--- src/assert_macros.svh ---
// Assertion macros shared by the date validator RTL.
// Each macro samples on the rising edge of clk and is disabled while arst_n is low.
`ifndef ASSERT_MACROS_SVH
`define ASSERT_MACROS_SVH

// Checks a property at every clock edge outside reset.
`define DSV_ASSERT(label, prop, msg) \
	label: assert property (@(posedge clk) disable iff (!arst_n) (prop)) else $error(msg);

// Checks that cons holds in the cycle after ante.
`define DSV_ASSERT_NEXT(label, ante, cons, msg) \
	label: assert property (@(posedge clk) disable iff (!arst_n) (ante) |=> (cons)) \
		else $error(msg);

`endif

--- src/dsv_pkg.sv ---
// Package for the date string validator: widths, character codes, parser
// constants and the month length table. No dependencies.
`default_nettype none

package dsv_pkg;

	localparam int CHAR_W  = 8;
	localparam int FIELD_W = 14;
	localparam int RUN_W   = 3;
	localparam int FS_W    = 2;
	localparam int ADDR_W  = 3;
	localparam int DATA_W  = 32;
	localparam int MLEN_W  = 5;

	typedef logic [CHAR_W-1:0]  char_t;
	typedef logic [FIELD_W-1:0] field_t;
	typedef logic [RUN_W-1:0]   run_t;
	typedef logic [FS_W-1:0]    fs_t;

	localparam char_t CHAR_TERM  = 8'h00;
	localparam char_t CHAR_SLASH = 8'h2F;
	localparam char_t CHAR_ZERO  = 8'h30;
	localparam char_t CHAR_NINE  = 8'h39;

	localparam run_t RUN_NONE    = 3'd0;
	localparam run_t RUN_FIRST   = 3'd1;
	localparam run_t RUN_MAX     = 3'd4;
	localparam run_t RUN_DISCARD = 3'd5;

	localparam fs_t FS_FULL = 2'd3;

	localparam field_t YEAR_FLOOR_RST = 14'd1900;
	localparam field_t MONTH_LAST     = 14'd12;

	// Register index as decoded from paddr.
	localparam logic REG_YEAR_FLOOR = 1'b0;

	// Stage-one word handed from the input register to the parser.
	typedef struct packed {
		logic  valid;
		char_t code;
	} dsv_char_s1_t;

	// Days in a month, indexed by month 1..12, no leap years.
	function automatic logic [MLEN_W-1:0] month_len(input logic [3:0] month);
		logic [MLEN_W-1:0] len;
		case (month)
			4'd1, 4'd3, 4'd5, 4'd7, 4'd8, 4'd10, 4'd12: len = 5'd31;
			4'd4, 4'd6, 4'd9, 4'd11:                    len = 5'd30;
			4'd2:                                       len = 5'd28;
			default:                                    len = 5'd0;
		endcase
		return len;
	endfunction

endpackage

`default_nettype wire

--- src/dsv_char_if.sv ---
// Character input channel of the date validator: valid, ready and one character.
// Depends on dsv_pkg.
`default_nettype none

interface dsv_char_if;
	logic             valid;
	logic             ready;
	dsv_pkg::char_t   char_code;

	modport source (output valid, output char_code, input ready);
	modport sink   (input valid, input char_code, output ready);
endinterface

`default_nettype wire

--- src/dsv_date_if.sv ---
// Result channel of the date validator: valid, ready and the parsed date word.
// Depends on dsv_pkg.
`default_nettype none

interface dsv_date_if;
	logic             valid;
	logic             ready;
	logic             date_valid;
	dsv_pkg::field_t  day_field;
	dsv_pkg::field_t  month_field;
	dsv_pkg::field_t  year_field;

	modport source (output valid, output date_valid, output day_field,
		output month_field, output year_field, input ready);
	modport sink   (input valid, input date_valid, input day_field,
		input month_field, input year_field, output ready);
endinterface

`default_nettype wire

--- src/dsv_apb_regs.sv ---
// APB register file of the date validator: holds the year floor.
// Depends on dsv_pkg.
`default_nettype none

module dsv_apb_regs (
	input  wire logic                        clk,
	input  wire logic                        arst_n,
	input  wire logic                        psel,
	input  wire logic                        penable,
	input  wire logic                        pwrite,
	input  wire logic [dsv_pkg::ADDR_W-1:0]  paddr,
	input  wire logic [dsv_pkg::DATA_W-1:0]  pwdata,
	output logic      [dsv_pkg::DATA_W-1:0]  prdata,
	output logic                             pready,
	output dsv_pkg::field_t                  year_floor
);
	import dsv_pkg::*;

	field_t year_floor_q;
	logic   wr_en;
	logic   sel_floor;

	assign pready    = 1'b1;
	assign sel_floor = (paddr[ADDR_W-1] == REG_YEAR_FLOOR);
	assign wr_en     = psel && penable && pwrite && pready && sel_floor;

	always_ff @(posedge clk or negedge arst_n) begin
		if (!arst_n) begin
			year_floor_q <= YEAR_FLOOR_RST;
		end else if (wr_en) begin
			year_floor_q <= pwdata[FIELD_W-1:0];
		end
	end

	always_comb begin
		prdata = '0;
		if (sel_floor) begin
			prdata = DATA_W'(year_floor_q);
		end
	end

	assign year_floor = year_floor_q;

endmodule

`default_nettype wire

--- src/dsv_parser.sv ---
// Parser and judge of the date validator: advances the field state by one
// character per cycle and loads the result register on a terminator, which
// waits for room there. Depends on dsv_pkg, dsv_date_if and assert_macros.svh.
`default_nettype none

module dsv_parser (
	input  wire logic                 clk,
	input  wire logic                 arst_n,
	input  wire dsv_pkg::dsv_char_s1_t char_s1,
	input  wire dsv_pkg::field_t      year_floor,
	output logic                      take,
	dsv_date_if.source                date_out
);
	import dsv_pkg::*;

	`include "assert_macros.svh"

	field_t acc_q [3];
	field_t acc_d [3];
	run_t   run_q, run_d;
	fs_t    fs_q, fs_d;
	logic   bad_q, bad_d;

	logic   is_term, is_digit, is_slash;
	logic   slot_free;
	logic [3:0] digit;
	fs_t    open_idx;
	field_t acc_sel;
	logic [FIELD_W+3:0] mac;
	logic   month_ok, year_ok, day_ok, verdict;

	assign is_term   = (char_s1.code == CHAR_TERM);
	assign is_digit  = (char_s1.code >= CHAR_ZERO) && (char_s1.code <= CHAR_NINE);
	assign is_slash  = (char_s1.code == CHAR_SLASH);
	assign digit     = 4'(char_s1.code - CHAR_ZERO);
	assign slot_free = !date_out.valid || date_out.ready;
	// A terminator waits until the result register can take its word.
	assign take      = char_s1.valid && (!is_term || slot_free);

	assign open_idx = fs_q - 2'd1;

	always_comb begin
		case (open_idx)
			2'd0:    acc_sel = acc_q[0];
			2'd1:    acc_sel = acc_q[1];
			2'd2:    acc_sel = acc_q[2];
			default: acc_sel = '0;
		endcase
	end

	// Times ten as two shifted copies, plus the new digit.
	assign mac = {1'b0, acc_sel, 3'b000} + {3'b000, acc_sel, 1'b0} + (FIELD_W+4)'(digit);

	always_comb begin
		run_d = run_q;
		fs_d  = fs_q;
		bad_d = bad_q;
		for (int i = 0; i < 3; i++) begin
			acc_d[i] = acc_q[i];
		end
		if (is_term) begin
			run_d = RUN_NONE;
			fs_d  = '0;
			bad_d = 1'b0;
			for (int i = 0; i < 3; i++) begin
				acc_d[i] = '0;
			end
		end else if (!bad_q) begin
			if (is_digit) begin
				if (run_q == RUN_DISCARD) begin
					run_d = run_q;
				end else if (run_q == RUN_NONE || run_q >= RUN_MAX) begin
					if (fs_q == FS_FULL) begin
						run_d = RUN_DISCARD;
					end else begin
						for (int i = 0; i < 3; i++) begin
							if (fs_q == FS_W'(i)) begin
								acc_d[i] = FIELD_W'(digit);
							end
						end
						fs_d  = fs_q + 2'd1;
						run_d = RUN_FIRST;
					end
				end else begin
					for (int i = 0; i < 3; i++) begin
						if (open_idx == FS_W'(i)) begin
							acc_d[i] = mac[FIELD_W-1:0];
						end
					end
					run_d = run_q + 3'd1;
				end
			end else if (is_slash) begin
				if (run_q != RUN_DISCARD) begin
					run_d = RUN_NONE;
				end
			end else begin
				bad_d = 1'b1;
			end
		end
	end

	always_comb begin
		month_ok = acc_q[1] inside {[14'd1:MONTH_LAST]};
		year_ok  = acc_q[2] > year_floor;
		day_ok   = (acc_q[0] != '0) &&
			(acc_q[0] <= FIELD_W'(month_len(acc_q[1][3:0])));
		verdict  = !bad_q && month_ok && year_ok && day_ok;
	end

	always_ff @(posedge clk or negedge arst_n) begin
		if (!arst_n) begin
			run_q <= RUN_NONE;
			fs_q  <= '0;
			bad_q <= 1'b0;
			for (int i = 0; i < 3; i++) begin
				acc_q[i] <= '0;
			end
		end else if (take) begin
			run_q <= run_d;
			fs_q  <= fs_d;
			bad_q <= bad_d;
			for (int i = 0; i < 3; i++) begin
				acc_q[i] <= acc_d[i];
			end
		end
	end

	always_ff @(posedge clk or negedge arst_n) begin
		if (!arst_n) begin
			date_out.valid <= 1'b0;
		end else if (take && is_term) begin
			date_out.valid <= 1'b1;
		end else if (date_out.ready) begin
			date_out.valid <= 1'b0;
		end
	end

	always_ff @(posedge clk) begin
		if (take && is_term) begin
			date_out.date_valid  <= verdict;
			date_out.day_field   <= acc_q[0];
			date_out.month_field <= acc_q[1];
			date_out.year_field  <= acc_q[2];
		end
	end

	`DSV_ASSERT(a_discard_needs_full, (run_q != RUN_DISCARD) || (fs_q == FS_FULL),
		"digits dropped before three fields were started")
	`DSV_ASSERT_NEXT(a_term_clears, take && is_term,
		fs_q == '0 && run_q == RUN_NONE && !bad_q && date_out.valid,
		"terminator did not clear the state and post a result")
	`DSV_ASSERT_NEXT(a_bad_freezes, bad_q && take && !is_term,
		bad_q && $stable(acc_q[0]) && $stable(acc_q[1]) && $stable(acc_q[2]),
		"fields changed after a bad character")

endmodule

`default_nettype wire

--- src/date_string_validator.sv ---
// A result word turns valid in the cycle after the parser takes its terminator.
// Throughput: one character per cycle; a terminator, and the input behind it, waits
// only while the result register holds a word that has not been taken.
// Reset (arst_n low, asynchronous): field state and valid flags clear at once,
// year_floor returns to 1900; no memory, so no clearing pass.
// Depends on dsv_pkg, dsv_char_if, dsv_date_if, dsv_apb_regs, dsv_parser.
`default_nettype none

module date_string_validator (
	input  wire logic                        clk,
	input  wire logic                        arst_n,
	dsv_char_if.sink                         char_in,
	dsv_date_if.source                       date_out,
	input  wire logic                        psel,
	input  wire logic                        penable,
	input  wire logic                        pwrite,
	input  wire logic [dsv_pkg::ADDR_W-1:0]  paddr,
	input  wire logic [dsv_pkg::DATA_W-1:0]  pwdata,
	output logic      [dsv_pkg::DATA_W-1:0]  prdata,
	output logic                             pready
);
	import dsv_pkg::*;

	`include "assert_macros.svh"

	logic         valid_s1;
	char_t        code_s1;
	dsv_char_s1_t char_s1;
	logic         take;
	field_t       year_floor;

	// The input register refills whenever it is empty or its word moves on.
	assign char_in.ready = !valid_s1 || take;

	always_ff @(posedge clk or negedge arst_n) begin
		if (!arst_n) begin
			valid_s1 <= 1'b0;
		end else if (char_in.ready) begin
			valid_s1 <= char_in.valid;
		end
	end

	always_ff @(posedge clk) begin
		if (char_in.valid && char_in.ready) begin
			code_s1 <= char_in.char_code;
		end
	end

	assign char_s1.valid = valid_s1;
	assign char_s1.code  = code_s1;

	dsv_apb_regs u_regs (
		.clk        (clk),
		.arst_n     (arst_n),
		.psel       (psel),
		.penable    (penable),
		.pwrite     (pwrite),
		.paddr      (paddr),
		.pwdata     (pwdata),
		.prdata     (prdata),
		.pready     (pready),
		.year_floor (year_floor)
	);

	dsv_parser u_parser (
		.clk        (clk),
		.arst_n     (arst_n),
		.char_s1    (char_s1),
		.year_floor (year_floor),
		.take       (take),
		.date_out   (date_out)
	);

	`DSV_ASSERT_NEXT(a_s1_holds, valid_s1 && !take,
		valid_s1 && $stable(code_s1),
		"stalled character lost from the input register")

endmodule

`default_nettype wire

--- src/flat_wrapper.sv ---
// flat-port wrapper written by rule: the top's interface ports become plain ports
module date_string_validator_flat import dsv_pkg::*;
  (clk, arst_n, psel, penable, pwrite, paddr, pwdata, prdata, pready, char_in_valid, char_in_char_code, char_in_ready, date_out_valid, date_out_date_valid, date_out_day_field, date_out_month_field, date_out_year_field, date_out_ready);
  dsv_char_if char_in_i ();
  dsv_date_if date_out_i ();
  input  wire logic clk;
  input  wire logic arst_n;
  input  wire logic psel;
  input  wire logic penable;
  input  wire logic pwrite;
  input  wire logic [dsv_pkg::ADDR_W-1:0] paddr;
  input  wire logic [dsv_pkg::DATA_W-1:0] pwdata;
  output logic      [dsv_pkg::DATA_W-1:0] prdata;
  output logic pready;
  input wire logic [$bits(char_in_i.valid)-1:0] char_in_valid;
  input wire logic [$bits(char_in_i.char_code)-1:0] char_in_char_code;
  output wire logic [$bits(char_in_i.ready)-1:0] char_in_ready;
  output wire logic [$bits(date_out_i.valid)-1:0] date_out_valid;
  output wire logic [$bits(date_out_i.date_valid)-1:0] date_out_date_valid;
  output wire logic [$bits(date_out_i.day_field)-1:0] date_out_day_field;
  output wire logic [$bits(date_out_i.month_field)-1:0] date_out_month_field;
  output wire logic [$bits(date_out_i.year_field)-1:0] date_out_year_field;
  input wire logic [$bits(date_out_i.ready)-1:0] date_out_ready;
  assign char_in_i.valid = char_in_valid;
  assign char_in_i.char_code = char_in_char_code;
  assign char_in_ready = char_in_i.ready;
  assign date_out_valid = date_out_i.valid;
  assign date_out_date_valid = date_out_i.date_valid;
  assign date_out_day_field = date_out_i.day_field;
  assign date_out_month_field = date_out_i.month_field;
  assign date_out_year_field = date_out_i.year_field;
  assign date_out_i.ready = date_out_ready;
  date_string_validator u_core (.clk(clk), .arst_n(arst_n), .char_in(char_in_i), .date_out(date_out_i), .psel(psel), .penable(penable), .pwrite(pwrite), .paddr(paddr), .pwdata(pwdata), .prdata(prdata), .pready(pready));
endmodule
--- config.mk ---
export PLATFORM = sky130hd
export DESIGN_NAME = date_string_validator_flat
export DESIGN_NICKNAME = d
export VERILOG_FILES = /design/src/dsv_pkg.sv /design/src/dsv_char_if.sv /design/src/dsv_date_if.sv /design/src/dsv_apb_regs.sv /design/src/dsv_parser.sv /design/src/date_string_validator.sv /design/src/flat_wrapper.sv
export VERILOG_INCLUDE_DIRS = /design/src /design/src/src
export SDC_FILE = /design/constraint.sdc
export NUM_CORES = 1
export LEC_CHECK = 0
export BUFFER_PORTS_ARGS = -buffer_cell sky130_fd_sc_hd__buf_2
export CAP_MARGIN = 20
export CORE_ASPECT_RATIO = 0.8
export CORE_MARGIN = 5
export CORE_UTILIZATION = 50
export CTS_CLUSTER_DIAMETER = 80
export DETAILED_ROUTE_END_ITERATION = 6
export PLACE_DENSITY_LB_ADDON = 0.05
export SLEW_MARGIN = 10
export SYNTH_ARGS = -nofsm -noshare
export SYNTH_HDL_FRONTEND = slang
export SYNTH_SLANG_ARGS = --single-unit
--- constraint.sdc ---
create_clock -name clk -period 3.25 [get_ports clk]
set_input_delay 0.325 -clock clk [delete_from_list [all_inputs] [get_ports clk]]
set_output_delay 0.325 -clock clk [all_outputs]
set_load 0.1 [all_outputs]
; ---- After elaboration in Yosys (flattened, before gate mapping)
; Memory sizes are Yosys's and may differ from the RTL's.
; Index checks and enable logic that the tools add are counted.
[op_classes]
addsub = 6
magnitude_cmp = 7
n_eq_ne = 16
muxes = 34
bitwise = 1
reduce_logical = 38
[op_table]
columns = op, n
row1 = $mux W42, 6
row2 = $mux W14, 7
row3 = $pmux W13 S3, 1
row4 = $mux W3, 8
row5 = $reduce_and A7 Y1, 3
row6 = $reduce_bool A3 Y1, 5
row7 = $add A14 B14 Y14, 1
row8 = $add A14 B4 Y14, 1
row9 = $ge A14 B1 Y1 const B, 1
row10 = $gt A14 B14 Y1, 1
row11 = $le A14 B4 Y1 const B, 1
row12 = $le A14 B5 Y1, 1
row13 = $reduce_bool A14 Y1, 1
row14 = $logic_and A1 B1 Y1, 12
row15 = $mux W2, 6
row16 = $ne A3 B2 Y1 const B, 3
row17 = $ne A3 B3 Y1 const B, 3
row18 = $eq A8 B6 Y1 const B, 1
row19 = $ge A8 B6 Y1 const B, 1
row20 = $le A8 B6 Y1 const B, 1
row21 = $logic_not A8 Y1, 1
row22 = $eq A2 B2 Y1 const B, 3
row23 = $mux W1, 6
row24 = $reduce_and A6 Y1, 1
row25 = other kinds (16), 27
[word_totals]
reg_bits = 115
mem_bits_ro = 80
word_cells = 117
mem_count = 1
[memory_table]
columns = name, words, width, rd, rd_ports_with_merged_regs, wr, line_no
row1 = (name not given), 16, 5, 1, 0, 0, dsv_pkg.sv:47  ; case (month)

; ---- Longest topological paths before layout
; Gate-level depths: netlist (run 1).
[logic_depth]
depth_word = 11
mapped_depth = 15
ltp_nobuf = 14

; ---- Modules after synthesis
; From an unflattened synthesis (run 1), not the netlist that was laid out.
[hier_totals]
hier_cells = 497
hier_area_um2 = 6184.7
[by_module_without_submodules]
columns = module, instances, cells_each, area_each_um2, seq_area_each_um2
row1 = dsv_parser, 1, 419, 5054.8, 2517.4
row2 = dsv_apb_regs, 1, 66, 835.8, 359.1
row3 = date_string_validator, 1, 12, 294.0, 265.3

; ---- Least setup slack after synthesis (run 1)
; Ideal clock, no wire load.
[synth_timing]
path_kind = register to register
start = register u_core.code_s1[3]
end = register u_core.u_parser.date_out.date_valid, enable pin
setup_ns = 0.443
t_arrival_ns = 3.064
required_ns = 2.807
path_slack_ns = -0.258
stages_incl_launch_ff = 6
n_path_buf = 1
path_cell_list = edfxtp_1 nor4_4 and3_1 clkbuf_1 nand2_1 nor2_1
[synth_via]
elab_chain_len = 5
[synth_lines]
columns = element, line_no
row1 = start: declaration, date_string_validator.sv:27  ; char_t code_s1;
row2 = start signal: assignment, date_string_validator.sv:45  ; code_s1 <= char_in.char_code;
row3 = $logic_not A8 Y1 *, dsv_parser.sv:32  ; assign is_term = (char_s1.code == CHAR_TERM);
row4 = $logic_not A1 Y1, dsv_parser.sv:38  ; assign take = char_s1.valid && (!is_term || slot_free);
row5 = $logic_or A1 B1 Y1, dsv_parser.sv:38
row6 = $logic_and A1 B1 Y1, dsv_parser.sv:38
row7 = $logic_and A1 B1 Y1 *, dsv_parser.sv:139  ; if (take && is_term) begin
row8 = end signal: assignment, dsv_parser.sv:140  ; date_out.date_valid <= verdict;
row9 = end: declaration, dsv_date_if.sv:13  ; modport source (output valid, output date_valid, output day_field,
; Every way passes the cells marked *; elsewhere a longest branch is shown, timed or not.
; A chain may end at the register's enable or synchronous reset.

; ---- Final worst setup path (run 1)
[layout_timing]
start = register u_core.u_parser.fs_q[0]
end = register u_core.u_parser.acc_q[10] (netlist bit)
[layout_via]
elab_chain_len = 11
[layout_lines]
columns = element, line_no
row1 = start: declaration, dsv_parser.sv:21  ; fs_t fs_q, fs_d;
row2 = start signal: assignment, dsv_parser.sv:120  ; fs_q <= fs_d;
row3 = $sub A2 B1 Y2, dsv_parser.sv:40  ; assign open_idx = fs_q - 2'd1;
row4 = "$eq A2 B2 Y1, or another cell as far along", "dsv_parser.sv:43, dsv_parser.sv:86"
row5 = $pmux W13 S3, dsv_parser.sv:43  ; case (open_idx)
row6 = $add A14 B14 Y14, dsv_parser.sv:52  ; assign mac = {1'b0, acc_sel, 3'b000} + {3'b000, acc_sel, 1'b0} + (FIELD_W+4)'(digit);
row7 = $add A14 B4 Y14, dsv_parser.sv:52
row8 = $mux W14, dsv_parser.sv:86  ; if (open_idx == FS_W'(i)) begin
row9 = $mux W42, dsv_parser.sv:72  ; end else if (run_q == RUN_NONE || run_q >= RUN_MAX) begin
row10 = $mux W42, dsv_parser.sv:70  ; if (run_q == RUN_DISCARD) begin
row11 = $mux W42, dsv_parser.sv:69  ; if (is_digit) begin
row12 = $mux W42, dsv_parser.sv:68  ; end else if (!bad_q) begin
row13 = $mux W42, dsv_parser.sv:61  ; if (is_term) begin
row14 = end signal: indexed assignment, dsv_parser.sv:123  ; acc_q[i] <= acc_d[i];
row15 = end: declaration, dsv_parser.sv:18  ; field_t acc_q [3];
; Parallel ways exist; a longest one is shown, timed or not. The select of a mux whose other input is x is not followed.

==> metrics.md, run 1 <==
| Metric | Value |
|---|---|
| Worst Hold Depth | `1` |
| Max stage delay on crit path | `0.44 ns` |
| Achievable Freq | `297.4 MHz` |
| Initial Util | `0.5069` |
| Worst hold slack | `0.08036 ns` |
| First drt pass iteration count | `7` |
| Max-cap violations | `0` |
| WP data required | `3.55 ns` |
| Final Util | `0.6538` |
| Final cell count without fillers | `825` |
| Hold path start | `char_in_char_code[5]` |
| Final setup viols | `5` |
| Internal reg-to-reg setup slack | `-0.11 ns` |
| Mapped Area | `6120 sq um` |
| Initial DRC count | `380` |
| Clk_skew | `0.006631 ns` |
| Worst Max-Slew Pin Slew | `0.7529 ns` |
| Most common cell after layout, fill and taps aside | `buf_2` |
| H-Tree Depth | `4` |
| Cts bufs inserted | `17` |
| Placed cells | `780` |
| Total track usage | `0.2140` |
| Port Buf Inserts | `88` |
| Outcome | `finished, violations left` |
| Core Area | `12070 sq um` |
| Critical path capture point type | `flip-flop` |
| Worst r2r dst | `u_core.u_parser.acc_q[10]` |
| Post-DP HPWL | `10.84 mm` |
| Routed vias/inst | `5.442` |
| Die boundary height | `109.0 microns` |
| Hold WC Path Type | `in2reg` |
| Initial antenna violation count | `0` |
| Cells after synthesis | `512` |
| DP Area | `6935 sq um` |
| Wire per inst | `17.96 microns` |
| Max clock buf depth | `2` |
| Antenna Diode Count | `0` |
| Crit path max-delay family | `compound AO/OA/AOI/OAI gates` |
| Most frequent cells in the layout | `buf_2 (88), dfrtp_1 (55), buf_4 (51), edfxtp_1 (51), nand2_1 (44)` |
| Post-synth EDFFs | `51` |
| Routed WL | `14.81 mm` |
| Power density over the cells | `512.0 nW/um^2` |
| Die area | `14570 sq um` |
| Clk root buf | `clkbuf_16` |
| Failing checks | `negative setup slack` |
| WS Path Type | `reg2reg` |
| Share of cells above drive strength 1 | `0.4012` |
| IO Count | `128` |
| R2r worst-path depth | `14` |
| Post-synth top flop | `dfrtp_1` |
| Synth warn | `0` |
| Row count | `36` |
| #FFs+latches synth | `115` |
| Worst Slack Setup Final | `-0.1123 ns` |
| Area Growth Syn to Fin | `28.97%` |
| Pleak | `3.657 nW` |
| Sequential share of the synthesized area | `0.5134` |
| First-pass GRT wire length | `23.91 mm` |
| Hold endpoint | `u_core.code_s1[5]` |
| Most used cell along the critical path | `buf_6` |
| VDD IR-drop max | `357.1 uV` |
| Crit path buf inv count | `3` |
| Vias in the first global route | `4591` |
| Largest fanout on the critical path | `8` |
| RSZ-0062 raised after global routing | `true` |
| Max-Slew Margin vs Limit | `0.4954` |
| CTS tree | `yes` |
| Die Wd | `133.7 microns` |
| Setup TNS | `-0.3334 ns` |
| Layout Nets | `764` |
| CP max stage cell | `dfrtp_2` |
| GR Overflow Total | `0` |
| GP Congestion | `0.8915` |
| DRT antenna net count | `0` |
| Min Tclk post-route | `3.362 ns` |
| Max-slew violation count | `0` |
| R2r startpoint | `u_core.u_parser.fs_q[0]` |
| Worst setup SP type | `flip-flop` |
| Vias | `4490` |
| Synth unique cells | `57` |
| DRC | `0` |
| Worst path cell trace | `buf_6, ha_4, buf_6, a222oi_1, nor2_1, ha_1, ha_4, o21a_1, o31a_1, buf_6, o2111ai_4, a21o_1, a21oi_2, mux2_4` |
| Final Cycle Share | `1.035` |
| Final hold vios | `0` |
| DP Worst Slack | `-0.1871 ns` |
| Syn Area/Cell | `11.95 sq um` |
| Crit path DAT | `3.66 ns` |
| Skew-Pair Late Insertion Delay | `0.42 ns` |
| Fin area | `7893 sq um` |
| CTS Sinks | `115` |
| Asr flop ratio synth | `0.5565` |
| Largest net degree at the start of global routing | `40` |
| Final Power | `4.041 mW` |
| Clk slew on worst S/H paths | `0.05 ns` |
-- sequential cells by signal, summed over array words and instances (netlist names) --
signal / count
u_core.u_parser.fs_q: 2
u_core.u_parser.date_out.date_valid: 1
u_core.u_parser.date_out.year_field: 14
u_core.u_regs.year_floor: 14
u_core.u_parser.acc_q: 42
u_core.u_parser.date_out.valid: 1
u_core.u_parser.date_out.month_field: 14
u_core.u_parser.date_out.day_field: 14
u_core.u_parser.run_q: 3
u_core.valid_s1: 1
u_core.code_s1: 8
u_core.u_parser.bad_q: 1
-- cell type report --
class	count	area (sq um)
fill	914	4179
multi-input combinational	352	2933
clock inverter	14	185.2
inverter	29	108.9
sequential	115	3144
timing repair buffer	145	902.1
clock buffer	18	429.2
tap	152	190.2
-- cell families after synthesis --
kind of cell	Yosys count	share of synthesized area
compound gates	92	0.1051
other cells	2	0.001227
xor+xnor	6	0.008587
simple gates	131	0.1061
mux	50	0.09712
buf+inv	62	0.05561
fa+ha+maj	54	0.1129
flops	115	0.5134
-- Yosys cell counts (6+ instances only) --
cell	count	area, sq um
nand4_1	6	37.54
nand2_1	44	165.2
ha_1	52	650.6
clkbuf_1	7	26.28
inv_1	29	108.9
nor4_1	6	37.54
a222oi_1	11	110.1
mux2_4	10	150.1
a21o_1	8	60.06
mux2_2	35	394.1
o21a_1	7	52.55
nor2_1	35	131.4
edfxtp_1	51	1531
nor2b_1	8	50.05
a21oi_1	19	95.09
dfstp_2	7	183.9
buf_4	20	150.1
dfrtp_1	57	1426
o21ai_0	19	95.09
-- how the worst max path moves through the flow --
stage / cells past startpoint / from / slack, ns / to
after global placement: 12 / u_core.u_parser.fs_q[0] / -0.14 / u_core.u_parser.acc_q[13]
after floorplan: 15 / u_core.u_parser.fs_q[1] / 0.02 / u_core.u_parser.acc_q[13]
final: 14 / u_core.u_parser.fs_q[0] / -0.11 / u_core.u_parser.acc_q[10]
after CTS: 16 / u_core.u_parser.fs_q[0] / -0.09 / u_core.u_parser.acc_q[10]
after detailed placement: 15 / u_core.u_parser.fs_q[0] / -0.19 / u_core.u_parser.acc_q[10]
after global routing: 15 / u_core.u_parser.fs_q[0] / -0.22 / u_core.u_parser.acc_q[10]
-- where the power goes --
group / total (mW) / internal, mW / switching, mW
Clock: 1.94 / 1.28 / 0.668
Combinational: 0.499 / 0.104 / 0.395
Sequential: 1.60 / 1.57 / 0.0255
Total: 4.04 / 2.95 / 1.09
-- routing by layer --
layer | vias up | GRT usage | part of all wire
met5 | - | 0 | 0
met4 | 0 | 0.06902 | 0.0088
met3 | 17 | 0.06181 | 0.070
met2 | 172 | 0.3399 | 0.46
met1 | 2161 | 0.2865 | 0.47
li1 | 2140 | - | -
-- repair_timing --
item	CTS	global route
resized for setup	31	24
hold endpoints to repair	13	0
hold buffers	1	0
setup buffers	10	3
setup endpoints to repair	21	27
pin swaps	20	19
Power figures use the tool's default switching activity.
==> run 2: changes to the inputs <==
--- a/config.mk
+++ b/config.mk
@@ -9,8 +9,9 @@
 export BUFFER_PORTS_ARGS = -buffer_cell sky130_fd_sc_hd__buf_2
 export CAP_MARGIN = 20
 export CORE_ASPECT_RATIO = 0.8
-export CORE_MARGIN = 5
-export CORE_UTILIZATION = 50
+export CORE_MARGIN = 3
+export CORE_UTILIZATION = 51
+export CTS_BUF_LIST = sky130_fd_sc_hd__clkbuf_8
 export CTS_CLUSTER_DIAMETER = 80
 export DETAILED_ROUTE_END_ITERATION = 6
 export PLACE_DENSITY_LB_ADDON = 0.05
==> metrics.md, run 2 (synthesized netlist as in run 1, its figures left out) <==
| Metric | Value |
|---|---|
| DP Area | `6918 sq um (was 6935 sq um)` |
| Clk slew on worst S/H paths | `0.07 ns (was 0.05 ns)` |
| GR Overflow Total | `0 (unchanged)` |
| Met2 wire len | `6.557 mm (was 6.754 mm)` |
| Fin area | `7795 sq um (was 7893 sq um)` |
| Hold WC Path Type | `in2reg (unchanged)` |
| Most frequent cells in the layout | `buf_2 (88), dfrtp_1 (55), edfxtp_1 (51) (was buf_2 (88), dfrtp_1 (55), buf_4 (51), edfxtp_1 (51), nand2_1 (44))` |
| Cts bufs inserted | `17 (unchanged)` |
| Skew-Pair Late Insertion Delay | `0.43 ns (was 0.42 ns)` |
| Power density over the cells | `426.6 nW/um^2 (was 512.0 nW/um^2)` |
| Vias in the first global route | `4430 (was 4591)` |
| Worst Slack Setup Final | `-0.06579 ns (was -0.1123 ns)` |
| Routed WL | `14.45 mm (was 14.81 mm)` |
| Largest net degree at the start of global routing | `51 (was 40)` |
| Storage cell area | `3144 sq um (unchanged)` |
| Worst path cell trace | `ha_4, a222oi_1, nor2_1, ha_1, ha_2, inv_2, fa_2, nor2b_2, o31a_1, buf_4, o21a_4, o21a_1, nor3_4, mux2_4 (was buf_6, ha_4, buf_6, a222oi_1, nor2_1, ha_1, ha_4, o21a_1, o31a_1, buf_6, o2111ai_4, a21o_1, a21oi_2, mux2_4)` |
| R2r startpoint | `u_core.u_parser.fs_q[0] (unchanged)` |
| Setup TNS | `-0.2422 ns (was -0.3334 ns)` |
| Antenna Diode Count | `0 (unchanged)` |
| DRC | `0 (unchanged)` |
| Worst Max-Slew Pin Slew | `0.7876 ns (was 0.7529 ns)` |
| Hold endpoint | `u_core.code_s1[0] (was u_core.code_s1[5])` |
| Vias | `4558 (was 4490)` |
| GP Congestion | `0.8189 (was 0.8915)` |
| Final cell count without fillers | `821 (was 825)` |
| Multi-input gate area | `3055 sq um (was 2933 sq um)` |
| Max FFs per register | `42 (unchanged)` |
| Hold path start | `char_in_char_code[0] (was char_in_char_code[5])` |
| Worst r2r dst | `u_core.u_parser.acc_q[8] (was u_core.u_parser.acc_q[10])` |
| Initial Util | `0.5273 (was 0.5069)` |
| Pleak | `3.604 nW (was 3.657 nW)` |
| VDD IR-drop max | `221.4 uV (was 357.1 uV)` |
| First-pass GRT wire length | `22.97 mm (was 23.91 mm)` |
| Final Power | `3.326 mW (was 4.041 mW)` |
| CP max stage cell | `dfrtp_2 (unchanged)` |
| Clk_skew | `0.008461 ns (was 0.006631 ns)` |
| WP data required | `3.57 ns (was 3.55 ns)` |
| Clk root buf | `clkbuf_8 (was clkbuf_16)` |
| DRT antenna net count | `0 (unchanged)` |
| Failing checks | `negative setup slack (unchanged)` |
| Total track usage | `0.2213 (was 0.2140)` |
| H-Tree Depth | `4 (unchanged)` |
| Internal reg-to-reg setup slack | `-0.07 ns (was -0.11 ns)` |
| IO Count | `128 (unchanged)` |
| R2r worst-path depth | `14 (unchanged)` |
| First drt pass iteration count | `4 (was 7)` |
| Die Wd | `128.5 microns (was 133.7 microns)` |
| Area Growth Syn to Fin | `27.38% (was 28.97%)` |
| Share of cells above drive strength 1 | `0.4279 (was 0.4012)` |
| Die area | `13360 sq um (was 14570 sq um)` |
| Wire per inst | `17.60 microns (was 17.96 microns)` |
| Placed cells | `776 (was 780)` |
| Max-cap violations | `0 (unchanged)` |
| Critical path capture point type | `flip-flop (unchanged)` |
| Min Tclk post-route | `3.316 ns (was 3.362 ns)` |
| Worst setup SP type | `flip-flop (unchanged)` |
| Routed length on met3 | `968 microns (was 1.039 mm)` |
| Number of fill cells | `857 (was 914)` |
| Max clock buf depth | `2 (unchanged)` |
| Initial DRC count | `324 (was 380)` |
| Routed vias/inst | `5.552 (was 5.442)` |
| Achievable Freq | `301.6 MHz (was 297.4 MHz)` |
| Most common cell after layout, fill and taps aside | `buf_2 (unchanged)` |
| Max stage delay on crit path | `0.48 ns (was 0.44 ns)` |
| Layout Nets | `764 (unchanged)` |
| WS Path Type | `reg2reg (unchanged)` |
| CTS tree | `yes (unchanged)` |
| Max-slew violation count | `0 (unchanged)` |
| Final setup viols | `8 (was 5)` |
| Core Area | `11600 sq um (was 12070 sq um)` |
| Most flop-heavy register | `u_core.u_parser.acc_q (unchanged)` |
| Die boundary height | `104.0 microns (was 109.0 microns)` |
| Final Util | `0.6717 (was 0.6538)` |
| Final Cycle Share | `1.020 (was 1.035)` |
| Metal-1 WL | `6.714 mm (was 6.890 mm)` |
| Post-DP HPWL | `10.65 mm (was 10.84 mm)` |
| Outcome | `finished, violations left (unchanged)` |
| Largest fanout on the critical path | `7 (was 8)` |
| RSZ-0062 raised after global routing | `true (unchanged)` |
| Initial antenna violation count | `0 (unchanged)` |
| Worst Hold Depth | `1 (unchanged)` |
| Final hold vios | `0 (unchanged)` |
| CTS Sinks | `115 (unchanged)` |
| Crit path DAT | `3.64 ns (was 3.66 ns)` |
| Max Used Layer | `met4 (unchanged)` |
| Port Buf Inserts | `88 (unchanged)` |
| Row count | `35 (was 36)` |
| Max-Slew Margin vs Limit | `0.4721 (was 0.4954)` |
-- run 2: cell count changes in the layout (fill, tap and decap cells not counted), moves of 4 or more --
cell       change
buf_4          -5
o21ai_2        +5
clkbuf_8      +17
o21ai_1        -4
nand2_1        -6
clkbuf_16     -17
buf_6          +4
nand2_2        +4
-- run 2: power by group --
part / total [mW] / internal [mW] / switching (mW)
registers: 1.60 / 1.57 / 0.0287
clock network: 1.24 / 0.607 / 0.630
logic: 0.490 / 0.101 / 0.389
-- run 2: per-layer routing --
layer,vias to the layer above,track usage
li1,2143,-
met1,2238,0.3109
met2,159,0.3439
met3,18,0.05493
met4,0,0.05909
met5,-,0
-- run 2: worst max-delay path by stage --
| stage | start | end | slack [ns] | depth (start not counted) |
|---|---|---|---|---|
| after floorplan | u_core.u_parser.fs_q[1] | u_core.u_parser.acc_q[13] | 0.02 | 15 |
| after global placement | u_core.u_parser.fs_q[0] | u_core.u_parser.acc_q[12] | -0.12 | 13 |
| after detailed placement | u_core.u_parser.fs_q[1] | u_core.u_parser.acc_q[12] | -0.16 | 13 |
| after CTS | u_core.u_parser.fs_q[1] | u_core.u_parser.acc_q[21] | -0.01 | 16 |
| after global routing | u_core.u_parser.fs_q[0] | u_core.u_parser.acc_q[8] | -0.20 | 14 |
| final | u_core.u_parser.fs_q[0] | u_core.u_parser.acc_q[8] | -0.07 | 14 |
-- run 2: worst max-delay path: cells and delay by family (launching register included) --
kind	cells	cell delay [ns]
multiplexers	1	0.29
adder cells (fa/ha/maj)	4	1.05
buffers and inverters	2	0.18
AO/OA/AOI/OAI	4	0.85
flip-flops	1	0.48
AND/OR/NAND/NOR	3	0.34
-- run 2: cell type report --
| class | instances | area share |
|---|---|---|
| Timing Repair Buffer | 145 | 0.1199 |
| Inverter | 29 | 0.01429 |
| Clock buffer | 17 | 0.03002 |
| Tap cell | 148 | 0.02376 |
| Sequential cell | 115 | 0.4034 |
| Clock inverter | 15 | 0.01669 |
| Multi-Input combinational cell | 352 | 0.3920 |
-- run 2: what timing repair did --
action                                 4_1_cts  5_1_grt
setup endpoints to repair                   21       24
pin swaps                                   13       24
hold buffers                                 1        0
endpoints found under the hold margin        7        0
resized for setup                           28       55
setup buffers                                6        9
-- run 2: per-stage QoR --
stage	worst slack (ns)	hold WS [ns]
after global placement	-0.1161	0.2398
after CTS	-0.01111	0.03940
after detailed placement	-0.1571	0.2484
final	-0.06579	0.05971
after global routing	-0.1979	0.03413
after floorplan	0.02114	0.02941
